--- src/hw/rtl/rcp_pkg.sv ---
// rcp_pkg: shared types and constants for the request stream parser.
// Used by resp_command_parser_core and rcp_port_checker. No dependencies.
`default_nettype none

package rcp_pkg;

  // Characters the parser reacts to
  localparam logic [7:0] ChPlus  = 8'h2B;
  localparam logic [7:0] ChMinus = 8'h2D;
  localparam logic [7:0] ChColon = 8'h3A;
  localparam logic [7:0] ChDollar = 8'h24;
  localparam logic [7:0] ChStar  = 8'h2A;
  localparam logic [7:0] ChCr    = 8'h0D;
  localparam logic [7:0] ChLf    = 8'h0A;
  localparam logic [7:0] ChSpace = 8'h20;
  localparam logic [7:0] ChTab   = 8'h09;
  localparam logic [7:0] ChVt    = 8'h0B;
  localparam logic [7:0] ChFf    = 8'h0C;
  localparam logic [7:0] ChZero  = 8'h30;
  localparam logic [7:0] ChNine  = 8'h39;

  localparam int unsigned IdxW = 10;

  // Packed output beat layout
  localparam int unsigned TdataW = 88;
  localparam int unsigned TuserW = 6;

  typedef enum logic [2:0] {
    EV_STR_BYTE = 3'd0,
    EV_STR_END  = 3'd1,
    EV_INTEGER  = 3'd2,
    EV_ARR_HDR  = 3'd3,
    EV_BULK_HDR = 3'd4,
    EV_ERROR    = 3'd5
  } event_e;

  typedef enum logic [2:0] {
    VT_SIMPLE = 3'd0,
    VT_ERRSTR = 3'd1,
    VT_INT    = 3'd2,
    VT_BULK   = 3'd3,
    VT_ARRAY  = 3'd4
  } vtype_e;

  typedef enum logic [2:0] {
    ERR_NONE      = 3'd0,
    ERR_EMPTY     = 3'd1,
    ERR_BAD_TYPE  = 3'd2,
    ERR_BAD_NUM   = 3'd3,
    ERR_NOT_BULK  = 3'd4,
    ERR_TOO_LARGE = 3'd5
  } err_e;

  typedef enum logic [4:0] {
    PH_TYPE = 5'b00001,
    PH_STR  = 5'b00010,
    PH_NUM  = 5'b00100,
    PH_BODY = 5'b01000,
    PH_SKIP = 5'b10000
  } phase_e;

  typedef struct packed {
    logic started;   // past leading blanks
    logic neg;
    logic stopped;   // hit a non-digit
    logic ovf;
  } num_flags_t;

  typedef struct packed {
    event_e          ev;
    vtype_e          vt;
    logic [7:0]      data;
    logic [63:0]     num;
    logic            is_null;
    logic [IdxW-1:0] idx;
    logic            in_arr;
    err_e            err;
    logic            last;
  } result_t;

endpackage

`default_nettype wire

--- src/hw/rtl/resp_command_parser_core.sv ---
// resp_command_parser_core: byte-stream parser for a request wire protocol.
// Depends on rcp_pkg.
`default_nettype none

// Takes one protocol byte per beat on the slave stream and gives at most one
// event beat per input byte on the master stream. Some bytes give no event:
// a type byte that opens a line, CR in a header line, blanks, sign, digit and
// trailing bytes of a number line, the first bulk trailer byte, and skipped
// bytes after an error. Every byte is handled by the logic between the
// parser state registers and the output register, so the sustained rate is
// one byte per clock unless the master side stalls. The output register is
// the only buffer: s_axis_tready_o is high whenever that register is empty
// or is being drained in the same cycle, so a stalled master side stalls
// input after one beat. The longest path is the decimal accumulate step
// (times ten plus digit, 68 bits, compared against the signed limit).
// Output tdata, low bit first: data_byte[7:0], number[71:8], is_null[72],
// element_index[82:73], in_array[83], error_code[86:84], zero pad [87].
// tuser: event_res[2:0], value_type[5:3]. tlast marks the beat that ends or
// abandons the top-level message. command_only resets to 1 and is written on
// the cfg channel, which is always ready; write it only while idle.
module resp_command_parser_core
  import rcp_pkg::*;
#(
  parameter int unsigned MAX_BULK_LEN = 1048576,
  parameter int unsigned MAX_ELEMENTS = 1024
) (
  input  wire logic              clk_i,
  input  wire logic              rst_ni,
  // config write channel
  input  wire logic              cfg_valid_i,
  output logic                   cfg_ready_o,
  input  wire logic              cfg_data_i,     // command_only
  // input byte stream
  input  wire logic              s_axis_tvalid_i,
  output logic                   s_axis_tready_o,
  input  wire logic [7:0]        s_axis_tdata_i, // in_byte[7:0]
  // event stream
  output logic                   m_axis_tvalid_o,
  input  wire logic              m_axis_tready_i,
  output logic [TdataW-1:0]      m_axis_tdata_o, // data_byte, number, is_null,
                                                 // element_index, in_array,
                                                 // error_code, pad
  output logic [TuserW-1:0]      m_axis_tuser_o, // event_res, value_type
  output logic                   m_axis_tlast_o  // message_end
);

  localparam int unsigned BlenW = $clog2(MAX_BULK_LEN + 3);
  localparam int unsigned ElemW = $clog2(MAX_ELEMENTS + 1);

  localparam logic [67:0] LimI64Pos = 68'h0_7FFF_FFFF_FFFF_FFFF;
  localparam logic [67:0] LimI64Neg = 68'h0_8000_0000_0000_0000;
  localparam logic [67:0] LimI32Pos = 68'h0_0000_0000_7FFF_FFFF;
  localparam logic [67:0] LimI32Neg = 68'h0_0000_0000_8000_0000;

  // ---------------------------------------------------------------------------
  // State
  // ---------------------------------------------------------------------------
  logic              cmd_only_q;
  phase_e            phase_q, phase_d;
  vtype_e            kind_q, kind_d;
  logic [63:0]       accum_q, accum_d;
  num_flags_t        flags_q, flags_d;
  logic              have_digit_q, have_digit_d;
  logic [BlenW-1:0]  bytes_left_q, bytes_left_d;
  logic [ElemW-1:0]  elems_left_q, elems_left_d;
  logic [IdxW-1:0]   idx_q, idx_d;
  logic              in_arr_q, in_arr_d;

  logic              out_vld_q;
  result_t           out_q;

  logic              in_acc;
  logic [7:0]        c;
  result_t           res;
  logic              res_vld;

  // completion / failure requests from the phase logic
  logic              do_cmp;
  event_e            cmp_ev;
  vtype_e            cmp_vt;
  logic [63:0]       cmp_num;
  logic              cmp_null;
  logic              do_fail;
  err_e              fail_code;
  phase_e            fail_next;

  // number helpers
  logic              is_blank, is_digit;
  logic [3:0]        digit;
  logic [67:0]       prod, lim;
  logic [63:0]       signed_val;

  assign cfg_ready_o     = 1'b1;
  assign s_axis_tready_o = ~out_vld_q | m_axis_tready_i;
  assign in_acc          = s_axis_tvalid_i & s_axis_tready_o;
  assign c               = s_axis_tdata_i;

  assign is_blank = (c == ChSpace) || (c == ChTab) || (c == ChVt) || (c == ChFf);
  assign is_digit = (c >= ChZero) && (c <= ChNine);
  assign digit    = 4'(c - ChZero);
  // accum * 10 + digit; overflow when this exceeds the limit
  assign prod = {1'b0, accum_q, 3'b000} + {3'b000, accum_q, 1'b0} + {64'd0, digit};
  always_comb begin
    if (kind_q == VT_INT) lim = flags_q.neg ? LimI64Neg : LimI64Pos;
    else                  lim = flags_q.neg ? LimI32Neg : LimI32Pos;
  end
  assign signed_val = flags_q.neg ? (64'd0 - accum_q) : accum_q;

  // ---------------------------------------------------------------------------
  // Per-byte next state and result
  // ---------------------------------------------------------------------------
  always_comb begin
    phase_d      = phase_q;
    kind_d       = kind_q;
    accum_d      = accum_q;
    flags_d      = flags_q;
    have_digit_d = have_digit_q;
    bytes_left_d = bytes_left_q;
    elems_left_d = elems_left_q;
    idx_d        = idx_q;
    in_arr_d     = in_arr_q;

    res         = '0;
    res.ev      = EV_STR_BYTE;
    res.vt      = VT_SIMPLE;
    res.err     = ERR_NONE;
    res.idx     = in_arr_q ? idx_q : '0;
    res.in_arr  = in_arr_q;
    res_vld     = 1'b0;

    do_cmp    = 1'b0;
    cmp_ev    = EV_STR_END;
    cmp_vt    = VT_SIMPLE;
    cmp_num   = '0;
    cmp_null  = 1'b0;
    do_fail   = 1'b0;
    fail_code = ERR_NONE;
    fail_next = PH_TYPE;

    case (phase_q)
      PH_STR: begin
        if (c == ChLf) begin
          do_cmp = 1'b1;
          cmp_ev = EV_STR_END;
          cmp_vt = kind_q;
        end else if (c != ChCr) begin
          res_vld  = 1'b1;
          res.vt   = kind_q;
          res.data = c;
        end
      end

      PH_NUM: begin
        if (c == ChLf) begin
          if (!have_digit_q || flags_q.ovf) begin
            do_fail   = 1'b1;
            fail_code = ERR_BAD_NUM;
          end else if (kind_q == VT_INT) begin
            do_cmp  = 1'b1;
            cmp_ev  = EV_INTEGER;
            cmp_vt  = VT_INT;
            cmp_num = signed_val;
          end else if (kind_q == VT_BULK) begin
            if (flags_q.neg && (accum_q != '0)) begin
              do_cmp   = 1'b1;
              cmp_ev   = EV_BULK_HDR;
              cmp_vt   = VT_BULK;
              cmp_num  = signed_val;
              cmp_null = 1'b1;
            end else if (accum_q > 64'(MAX_BULK_LEN)) begin
              do_fail   = 1'b1;
              fail_code = ERR_TOO_LARGE;
            end else begin
              bytes_left_d = accum_q[BlenW-1:0] + BlenW'(2);
              phase_d      = PH_BODY;
              res_vld      = 1'b1;
              res.ev       = EV_BULK_HDR;
              res.vt       = VT_BULK;
              res.num      = signed_val;
            end
          end else begin
            // array header; only reached outside an array
            phase_d = PH_TYPE;
            if (flags_q.neg || (accum_q == '0)) begin
              res_vld  = 1'b1;
              res.ev   = EV_ARR_HDR;
              res.vt   = VT_ARRAY;
              res.num  = signed_val;
              res.last = 1'b1;
            end else if (accum_q > 64'(MAX_ELEMENTS)) begin
              do_fail   = 1'b1;
              fail_code = ERR_TOO_LARGE;
            end else begin
              res_vld      = 1'b1;
              res.ev       = EV_ARR_HDR;
              res.vt       = VT_ARRAY;
              res.num      = signed_val;
              in_arr_d     = 1'b1;
              elems_left_d = accum_q[ElemW-1:0];
              idx_d        = '0;
            end
          end
        end else if (c != ChCr && !flags_q.stopped) begin
          if (!flags_q.started && is_blank) begin
            // leading blank, skip
          end else if (!flags_q.started && (c == ChPlus)) begin
            flags_d.started = 1'b1;
          end else if (!flags_q.started && (c == ChMinus)) begin
            flags_d.started = 1'b1;
            flags_d.neg     = 1'b1;
          end else if (!is_digit) begin
            flags_d.started = 1'b1;
            flags_d.stopped = 1'b1;
          end else begin
            flags_d.started = 1'b1;
            have_digit_d    = 1'b1;
            if (!flags_q.ovf) begin
              if (prod > lim) flags_d.ovf = 1'b1;
              else            accum_d     = prod[63:0];
            end
          end
        end
      end

      PH_BODY: begin
        if (bytes_left_q > BlenW'(2)) begin
          bytes_left_d = bytes_left_q - BlenW'(1);
          res_vld      = 1'b1;
          res.vt       = VT_BULK;
          res.data     = c;
        end else if (bytes_left_q == BlenW'(2)) begin
          bytes_left_d = BlenW'(1);
        end else begin
          bytes_left_d = '0;
          do_cmp       = 1'b1;
          cmp_ev       = EV_STR_END;
          cmp_vt       = VT_BULK;
        end
      end

      PH_SKIP: begin
        if (c == ChLf) phase_d = PH_TYPE;
      end

      default: begin
        // awaiting a type byte
        if (c == ChCr) begin
          // dropped
        end else if (c == ChLf) begin
          do_fail   = 1'b1;
          fail_code = ERR_EMPTY;
        end else if (in_arr_q && (c != ChDollar)) begin
          do_fail   = 1'b1;
          fail_code = ERR_NOT_BULK;
          fail_next = PH_SKIP;
        end else if (!in_arr_q && cmd_only_q && (c != ChStar)) begin
          do_fail   = 1'b1;
          fail_code = ERR_BAD_TYPE;
          fail_next = PH_SKIP;
        end else begin
          accum_d      = '0;
          flags_d      = '0;
          have_digit_d = 1'b0;
          phase_d      = PH_NUM;
          case (c)
            ChPlus: begin
              kind_d  = VT_SIMPLE;
              phase_d = PH_STR;
            end
            ChMinus: begin
              kind_d  = VT_ERRSTR;
              phase_d = PH_STR;
            end
            ChColon:  kind_d = VT_INT;
            ChDollar: kind_d = VT_BULK;
            ChStar:   kind_d = VT_ARRAY;
            default: begin
              accum_d      = accum_q;
              flags_d      = flags_q;
              have_digit_d = have_digit_q;
              do_fail      = 1'b1;
              fail_code    = ERR_BAD_TYPE;
              fail_next    = PH_SKIP;
            end
          endcase
        end
      end
    endcase

    // value completes: report, then advance the array bookkeeping
    if (do_cmp) begin
      phase_d      = PH_TYPE;
      res_vld      = 1'b1;
      res.ev       = cmp_ev;
      res.vt       = cmp_vt;
      res.data     = '0;
      res.num      = cmp_num;
      res.is_null  = cmp_null;
      res.last     = in_arr_q ? (elems_left_q <= ElemW'(1)) : 1'b1;
      if (in_arr_q) begin
        elems_left_d = (elems_left_q != '0) ? elems_left_q - ElemW'(1) : '0;
        idx_d        = idx_q + IdxW'(1);
        if (elems_left_d == '0) begin
          in_arr_d = 1'b0;
          idx_d    = '0;
        end
      end
    end

    // any error drops the array and ends the message
    if (do_fail) begin
      phase_d      = fail_next;
      in_arr_d     = 1'b0;
      elems_left_d = '0;
      idx_d        = '0;
      res          = '0;
      res.ev       = EV_ERROR;
      res.vt       = VT_SIMPLE;
      res.err      = fail_code;
      res.last     = 1'b1;
      res_vld      = 1'b1;
    end
  end

  // ---------------------------------------------------------------------------
  // Registers
  // ---------------------------------------------------------------------------
  always_ff @(posedge clk_i or negedge rst_ni) begin
    if (!rst_ni) begin
      cmd_only_q <= 1'b1;
    end else if (cfg_valid_i) begin
      cmd_only_q <= cfg_data_i;
    end
  end

  always_ff @(posedge clk_i or negedge rst_ni) begin
    if (!rst_ni) begin
      phase_q      <= PH_TYPE;
      kind_q       <= VT_SIMPLE;
      accum_q      <= '0;
      flags_q      <= '0;
      have_digit_q <= 1'b0;
      bytes_left_q <= '0;
      elems_left_q <= '0;
      idx_q        <= '0;
      in_arr_q     <= 1'b0;
    end else if (in_acc) begin
      phase_q      <= phase_d;
      kind_q       <= kind_d;
      accum_q      <= accum_d;
      flags_q      <= flags_d;
      have_digit_q <= have_digit_d;
      bytes_left_q <= bytes_left_d;
      elems_left_q <= elems_left_d;
      idx_q        <= idx_d;
      in_arr_q     <= in_arr_d;
    end
  end

  always_ff @(posedge clk_i or negedge rst_ni) begin
    if (!rst_ni) begin
      out_vld_q <= 1'b0;
    end else if (in_acc) begin
      out_vld_q <= res_vld;
    end else if (m_axis_tready_i) begin
      out_vld_q <= 1'b0;
    end
  end

  always_ff @(posedge clk_i) begin
    if (in_acc && res_vld) begin
      out_q <= res;
    end
  end

  assign m_axis_tvalid_o = out_vld_q;
  assign m_axis_tdata_o  = {1'b0, out_q.err, out_q.in_arr, out_q.idx, out_q.is_null,
                            out_q.num, out_q.data};
  assign m_axis_tuser_o  = {out_q.vt, out_q.ev};
  assign m_axis_tlast_o  = out_q.last;

endmodule

`default_nettype wire

--- config.mk ---
export PLATFORM = sky130hd
export DESIGN_NAME = resp_command_parser_core
export DESIGN_NICKNAME = d
export VERILOG_FILES = /design/src/hw/rtl/rcp_pkg.sv /design/src/hw/rtl/resp_command_parser_core.sv
export SDC_FILE = /design/constraint.sdc
export NUM_CORES = 1
export LEC_CHECK = 0
export BUFFER_PORTS_ARGS = -buffer_cell sky130_fd_sc_hd__buf_2
export CORE_UTILIZATION = 45
export DETAILED_ROUTE_END_ITERATION = 7
export HOLD_SLACK_MARGIN = 0.02
export PLACE_DENSITY = 0.72
export SLEW_MARGIN = 15
export SYNTH_ARGS = -nofsm -noshare
export SYNTH_HDL_FRONTEND = slang
export SYNTH_SLANG_ARGS = --single-unit
--- constraint.sdc ---
create_clock -name clk_i -period 10.5 [get_ports clk_i]
set_clock_uncertainty 0.15 [all_clocks]
set_input_delay 0.525 -clock clk_i [delete_from_list [all_inputs] [get_ports clk_i]]
set_output_delay 0.525 -clock clk_i [all_outputs]
set_load 0.005 [all_outputs]
==> results of run 1 <==
## power by group through the flow
stage	Clock, mW	Sequential, mW	Combinational, mW
global route	1.05	1.05	0.468
CTS	1.01	1.04	0.417
detailed placement	0	1.05	0.414
global placement	0	1.05	0.406
floorplan	0	1.07	0.236
finish	0.996	1.04	0.421
## state kept, by name (all words and copies together) (netlist names)
| name | cells |
|---|---|
| m_axis_tdata_o | 87 |
| accum_q | 64 |
| bytes_left_q | 21 |
| elems_left_q | 11 |
| idx_q | 10 |
| m_axis_tuser_o | 6 |
| phase_q | 5 |
| flags_q | 4 |
| kind_q | 3 |
| cmd_only_q | 1 |
| have_digit_q | 1 |
| in_arr_q | 1 |
| m_axis_tlast_o | 1 |
| m_axis_tvalid_o | 1 |
## worst paths after layout
check,from,to,slack [ns],depth (start not counted)
max,accum_q[2]$_DFFE_PN0P_,accum_q[18]$_DFFE_PN0P_,2.60,24
min,cfg_data_i,cmd_only_q$_DFFE_PN1P_,0.04,2
max reg2reg,accum_q[2]$_DFFE_PN0P_,accum_q[18]$_DFFE_PN0P_,2.60,24
min reg2reg,have_digit_q$_DFFE_PN0P_,have_digit_q$_DFFE_PN0P_,0.35,1
max in group asynchronous,rst_ni,flags_q[2]$_DFFE_PN0P_,8.20,3
min in group asynchronous,rst_ni,accum_q[46]$_DFFE_PN0P_,0.45,2
## layer usage
metal	routed length [um]	global-route usage, %	vias up
met5	0	0	-
met1	22400	33.0	7565
met4	2030	10.2	0
met2	24100	41.4	502
li1	-	-	7574
met3	2650	2.83	115
## area by class of cell
cell class              instances  area [um^2]  share of cell area, %
clock buffers                  31          719                   3.59
clock inverters                17          235                   1.17
inverters                      47          176                  0.880
multi-input cells            1659        11700                   58.4
flip-flops and latches        216         5880                   29.3
well taps                     525          657                   3.28
repair buffers                124          676                   3.37
## repair_timing
item,in CTS,in global routing
setup buffers,0,0
hold buffers,1,0
endpoints found under the hold margin,57,0
resized for setup,0,0
## worst max-delay path, delay by kind of cell, from the launching register on
| kind | cells | cell delay (ns) |
|---|---|---|
| multiplexers | 1 | 0.39 |
| AO/OA/AOI/OAI | 13 | 3.12 |
| flip-flops | 1 | 0.50 |
| buffers and inverters | 2 | 0.59 |
| XOR/XNOR | 1 | 0.14 |
| AND/OR/NAND/NOR | 4 | 1.54 |
| adder cells (fa/ha/maj) | 3 | 1.24 |
## cell usage in the layout, fill, tap and decap left out, drive strengths merged, types with 7 or more instances in the layout
master,instances
dfrtp,120
a21o,53
nor3,37
or3,24
nor2b,21
nand2b,22
o211ai,10
clkinv,9
clkbuf,31
nor2,181
and3,30
a21oi,140
a211oi,13
and2,77
o21ai,145
o41ai,11
o21a,22
nand3,46
inv,48
xnor2,58
o21bai,7
a21boi,9
or2,11
edfxtp,94
a22oi,17
nand4,41
nand2,148
mux2,63
nor4,19
a31oi,12
xor2,89
buf,123
or4,17
ha,202
a41oi,7
o31ai,35
## cell families (layout without fill, tap and decap cells)
family | after synthesis | count (layout) | synth area share, %
flip-flops | 216 | 216 | 32.5
multiplexers | 69 | 69 | 4.25
AND/OR/NAND/NOR | 702 | 702 | 20.0
XOR/XNOR | 147 | 147 | 7.11
AO/OA/AOI/OAI | 535 | 535 | 18.9
adder cells (fa/ha/maj) | 204 | 204 | 14.2
other | 2 | 2 | 0.0415
buffers and inverters | 135 | 219 | 2.99
## metrics by stage
step | util (%) | hold WS, ns | setup WS [ns] | std cells | power [mW]
2_1_floorplan | - | 0.0794 | 3.01 | 2010 | 1.30
3_3_place_gp | 48.0 | 0.327 | 2.52 | 2569 | 1.46
3_5_place_dp | 48.0 | 0.339 | 2.34 | 2569 | 1.47
4_1_cts | 50.4 | 0.0271 | 2.54 | 2618 | 2.47
5_1_grt | 50.5 | 0.0311 | 2.00 | 2619 | 2.56
6_report | 50.5 | 0.0409 | 2.60 | 2619 | 2.45
==> summary.txt, run 1 <==
Placed design
  – Post-DP HPWL: between 30,000 and 40,000 um
  – RePlAce Congestion: 0.971
  – Placed Area: approximately 0.019 mm^2
  – PortBufs: 109

Power and ir drop
  – Comb pwr share: 17.1%
  – Sw frac: around 28%
  – Power Density: between 100 and 150 mW/mm^2
  – Power Internal: roughly 1.8 mW
  – Clk pwr share: around two fifths
  – Sw Pwr: around 690 uW
  – VDD IR max: between 100 and 150 uV
  – Sequential Power Share: a little over two fifths
  – Leakage power: 9.53 nW

Synth
  – Top FF cell, synth: dfrtp_1
  – Library cells used by synthesis: 92
  – Yosys top cell by area: dfrtp_1
  – Sequential area share after synthesis: 32.5%
  – Average size of a mapped cell: ~9 um^2
  – Instance count of the mapped netlist: roughly 2,000
  – FF+latch count, synth: 216
  – Synth warnings: 0
  – Top post-synthesis cells by area: dfrtp_1, edfxtp_1, ha_1, xor2_1, a21oi_1
  – Synthesized area: about 0.018 mm^2
  – Post-Syn Nets: roughly 2,200
  – Async SR Flop Fraction: roughly 56%
  – Most frequent cell after synthesis: ha_1
  – Area share of the largest cell type after synthesis: roughly 17%
  – Post-synth EDFFs: 94
  – Most instantiated cells after synthesis: ha_1, nor2_1, nand2_1, a21oi_1, dfrtp_1

Min path
  – Hold crit path type: in2reg

Routing
  – Wire length per cell: between 15 and 20 um
  – Initial DRC count: 1,034
  – Vias: 15,800
  – DRT Wirelength: ~51,000 um
  – Vias/cell: 6.02
  – Drt drc: 0
  – ANT nets after route: 0
  – 1st-pass router iterations: 7

Worst setup path
  – Crit Path Class: reg2reg
  – CP most frequent cell: a21o_1
  – Crit path max-delay cell type: nand4_4
  – Startpoint Class: flip-flop
  – CP Capture Type: flip-flop
  – Critical Path Fanout Max: 33
  – CP peak stage delay: 0.65 ns
  – CP cell instances: fa_1 -> inv_1 -> fa_1 -> nor2b_1 -> o2111ai_1 -> a21boi_1 -> o211ai_1 -> a211o_1 -> a211oi_1 -> nor2_1 -> o31ai_1 -> xor2_1 -> ha_1 -> a21o_1 -> a21o_1 -> a21o_1 -> a221oi_1 -> o211ai_1 -> a21oi_1 -> a211oi_1 -> nor4bb_1 -> nand4_4 -> buf_4 -> mux2_1
  – Critical Path AT: around 8.2 ns
  – WP data required: 10.77 ns

Timing
  – Slew Limit Fails: 0
  – Rel. slew slack: 37.7%
  – Final hold violation count: 0
  – Highest clock rate: around 130 MHz
  – RSZ-0062 raised after global routing: no
  – Setup_tns: 0 ns
  – Worst-margin pin slew: a little over 0.9 ns
  – Tcrit/Tclk final: 75.2%
  – Crit path time final: about 7.9 ns
  – Setup violators final: 0

Floorplan
  – Number of core rows: 73
  – Die W: about 200 um
  – Die area: 0.0410 mm^2
  – Initial Util: a little under half
  – Io pins: 112
  – CORE AREA: between 0.03 and 0.04 mm^2
  – Die Span Y: around 200 um

Status
  – Status: complete, no violations

Clocking
  – CTS tree: done
  – Reg clk slew, reported paths: approximately 0.060 ns
  – Longest Clk Path Bufs: 3
  – CTS sink count: roughly 220
  – Num CTS Buffers: 26
  – Worst-Skew Late Latency: roughly 0.57 ns
  – Root Buffer: clkbuf_16
  – Max H-tree Level: 1

Layout
  – # fillers: ~3,700
  – Post-layout nets: ~2,300
  – Post-route design area: about 0.020 mm^2
  – Layout cells sized above 1: just under 10%
  – Layout area overhead: 10.8%
  – Antenna cells: 0

Global route
  – First-pass GRT wire length: 83,100 um
  – Number of global-route vias before repair: about 15,000
  – Total track usage: between 20% and 30%
  – Largest net degree at the start of global routing: around 70
  – Initial antenna violation count: 0
  – Grt total ovfl: 0

Flow run
  – Max Cap Viol: 0
No activity file was read; power rests on OpenSTA's default activity.
==> run 2: changes to the inputs <==
PLACE_DENSITY = 0.74   (was 0.72)
clock period = 6.5 ns   (was 10.5 ns; I/O delays follow)
==> run 2 against run 1 <==
Combinational power grew 71%. Count of clock-buffer cells in the layout shrank 2. Clock power grew 80%. Register-to-register slack lost 2.5 ns. Non-clock buffer count grew 69. Global-route usage is essentially flat. Flip-flop and latch count is the same. Final area grew 4.2%. Wire length grew 2.9%. Total power grew 70%. Die area is the same. Sequential share of layout area shrank 1.2 points. Critical endpoint is now accum_q[11]$_DFFE_PN0P_.
==> summary.txt, run 2 (synthesized netlist as in run 1, its figures left out) <==
Clocking
  – Max H-tree Level: 1 (unchanged)
  – Root Buffer: clkbuf_16
  – Reg clk slew, reported paths: 0.06 ns (about the same)
  – CTS tree: done
  – Num CTS Buffers: 27 (+3.8%)
  – Longest Clk Path Bufs: 3 (unchanged)
  – Worst-Skew Late Latency: 0.59 ns (+0.02 ns)
  – CTS sink count: 216 (unchanged)

Floorplan
  – Die Span Y: 203 um (unchanged)
  – Io pins: 112 (unchanged)
  – CORE AREA: 0.0397 mm^2 (unchanged)
  – Die W: 203 um (unchanged)
  – Die area: 0.0410 mm^2 (unchanged)
  – Initial Util: 45.5% (unchanged)
  – Number of core rows: 73 (unchanged)

Timing
  – Setup_tns: 0 ns (unchanged)
  – Slew Limit Fails: 0 (unchanged)
  – Setup violators final: 0 (unchanged)
  – Min Hold Slack: 0.0362 ns (-0.00466 ns)
  – Worst-margin pin slew: 1.06 ns (+0.134 ns)
  – Crit path time final: 6.37 ns (-1.53 ns)
  – Rel. slew slack: 29.0% (-8.7 points)
  – Final hold violation count: 0 (unchanged)
  – Tcrit/Tclk final: 97.9% (+23 points)
  – Highest clock rate: 157 MHz (+24%)
  – Final setup margin: 0.135 ns (-2.47 ns)

Routing
  – Vias: 16,200 (+2.8%)
  – ANT nets after route: 0 (unchanged)
  – Vias/cell: 6.02 (about the same)
  – 1st-pass router iterations: 8 (+1)
  – Initial DRC count: 1,117 (+8.0%)
  – Wire length per cell: 19.6 um (+0.23%)
  – DRT Wirelength: 52,600 um (+2.9%)
  – Drt drc: 0 (unchanged)

Power and ir drop
  – VDD IR max: 202 uV (+68%)
  – Overall Power: 4.17 mW (+70%)
  – Leakage power: 9.96 nW (+4.5%)
  – Power Density: 200 mW/mm^2 (+63%)

Worst setup path
  – Reg2Reg Depth: 26 (+8.3%)
  – Reg2Reg Setup Slack: 0.13 ns (-2.47 ns)
  – Critical Path Fanout Max: 11 (-67%)
  – RR Endpoint: accum_q[11]$_DFFE_PN0P_
  – CP Capture Type: flip-flop
  – Critical Path AT: 6.67 ns (-1.50 ns)
  – Reg2reg start: accum_q[0]$_DFFE_PN0P_
  – Startpoint Class: flip-flop
  – WP data required: 6.80 ns (-3.97 ns)
  – CP startpoint: accum_q[0]$_DFFE_PN0P_
  – Crit path capture: accum_q[11]$_DFFE_PN0P_
  – Crit Path Class: reg2reg

Flow run
  – Max Cap Viol: 0 (unchanged)

Placed design
  – Place WS: -0.136 ns (-2.48 ns)
  – PortBufs: 109 (unchanged)
  – Placed Area: 0.0195 mm^2 (+2.4%)
  – RePlAce Congestion: 0.984 (+1.3%)
  – Post-DP HPWL: 39,400 um (+2.0%)

Min path
  – WHS Path Cells: 2 (unchanged)
  – Hold crit path type: in2reg

Layout
  – Commonest non-fill, non-tap cell in the layout: ha_1
  – Layout cells sized above 1: 13.4% (+3.5 points)
  – Most frequent cells in the layout: ha_1, nor2_1, nand2_1
  – # fillers: 3,589 (-3.4%)
  – Post-layout nets: 2,362 (+3.1%)
  – Post-route design area: 0.0209 mm^2 (+4.2%)
  – Max FFs per register: 87 (unchanged)
  – Antenna cells: 0 (unchanged)
  – Layout area overhead: 15.4%

Global route
  – Grt total ovfl: 0 (unchanged)
  – Number of global-route vias before repair: 15,700 (+1.5%)
  – Initial antenna violation count: 0 (unchanged)
  – First-pass GRT wire length: 82,800 um (-0.43%)
  – Largest net degree at the start of global routing: 75 (+5.6%)
  – Total track usage: 24.9% (-0.033 points)

Status
  – Status: complete, no violations
run 2: cell count changes in the layout (fill, tap and decap cells not counted), sizes merged:
cell         change
buf             +56
dlygate4sd3     +10
bufinv           +4
clkinvlp         +2
clkbuf           +1
clkinv           -1
inv              -1
run 2: worst min-delay path by stage:
stage / start / endpoint / slack (ns)
2_1_floorplan: rst_ni / accum_q[0]$_DFFE_PN0P_ / -0.12
3_3_place_gp: have_digit_q$_DFFE_PN0P_ / have_digit_q$_DFFE_PN0P_ / 0.33
3_5_place_dp: have_digit_q$_DFFE_PN0P_ / have_digit_q$_DFFE_PN0P_ / 0.33
4_1_cts: s_axis_tdata_i[1] / m_axis_tdata_o[1]$_SDFFCE_PN0P_ / 0.02
5_1_grt: s_axis_tdata_i[1] / m_axis_tdata_o[1]$_SDFFCE_PN0P_ / 0.05
6_report: s_axis_tdata_i[1] / m_axis_tdata_o[1]$_SDFFCE_PN0P_ / 0.04
run 2: area by class of cell:
cell class | instances | area, um^2 | area share (%)
repair buffers | 193 | 1330 | 6.36
well taps | 525 | 657 | 3.14
clock buffers | 29 | 683 | 3.27
clock inverters | 21 | 364 | 1.74
inverters | 47 | 176 | 0.844
flip-flops and latches | 216 | 5880 | 28.2
multi-input cells | 1659 | 11800 | 56.5
run 2: worst max-delay path: stages (launching register included):
cell	delay, ns
dfrtp_1	0.41
fa_1	0.56
inv_1	0.07
fa_1	0.46
nor2b_2	0.18
o2111ai_2	0.16
a21boi_2	0.23
o211ai_1	0.12
a211o_1	0.31
buf_4	0.15
nand2b_1	0.10
o21ai_0	0.10
xnor2_1	0.17
ha_1	0.28
nand4_1	0.09
nor2_2	0.15
nand2_1	0.12
or4_4	0.56
nand3_1	0.13
nor2_1	0.06
a2111oi_2	0.35
nor4bb_2	0.30
buf_4	0.18
nand4_4	0.14
buf_4	0.21
clkbuf_16	0.17
mux2_1	0.31
run 2: where the power goes:
part | switching [mW] | internal, mW
registers | 0.0540 | 1.61
clock network | 0.664 | 1.12
logic | 0.447 | 0.275
run 2: what timing repair did:
item,in CTS,in global routing
hold endpoints to repair,79,0
gates cloned,0,3
pin swaps,0,7
gates resized for setup,2,28
hold buffers,11,0
setup endpoints to repair,56,64
buffers inserted,0,3
run 2: stage by stage:
stage                     std cells  util (%)
after floorplan                2010         -
after global placement         2623      49.1
after detailed placement       2623      49.1
after CTS                      2684      52.1
after global routing           2690      52.6
final                          2690      52.6
run 2: metal layers:
layer  routed length, um  vias up  track usage, %  part of all wire [%]
met3                2680      140            2.79                   5.1
met5                   0        -               0                     0
met1               22900     7788            32.0                    43
met4                2360        0            11.6                   4.5
li1                    -     7711               -                     -
met2               24700      553            41.8                    47
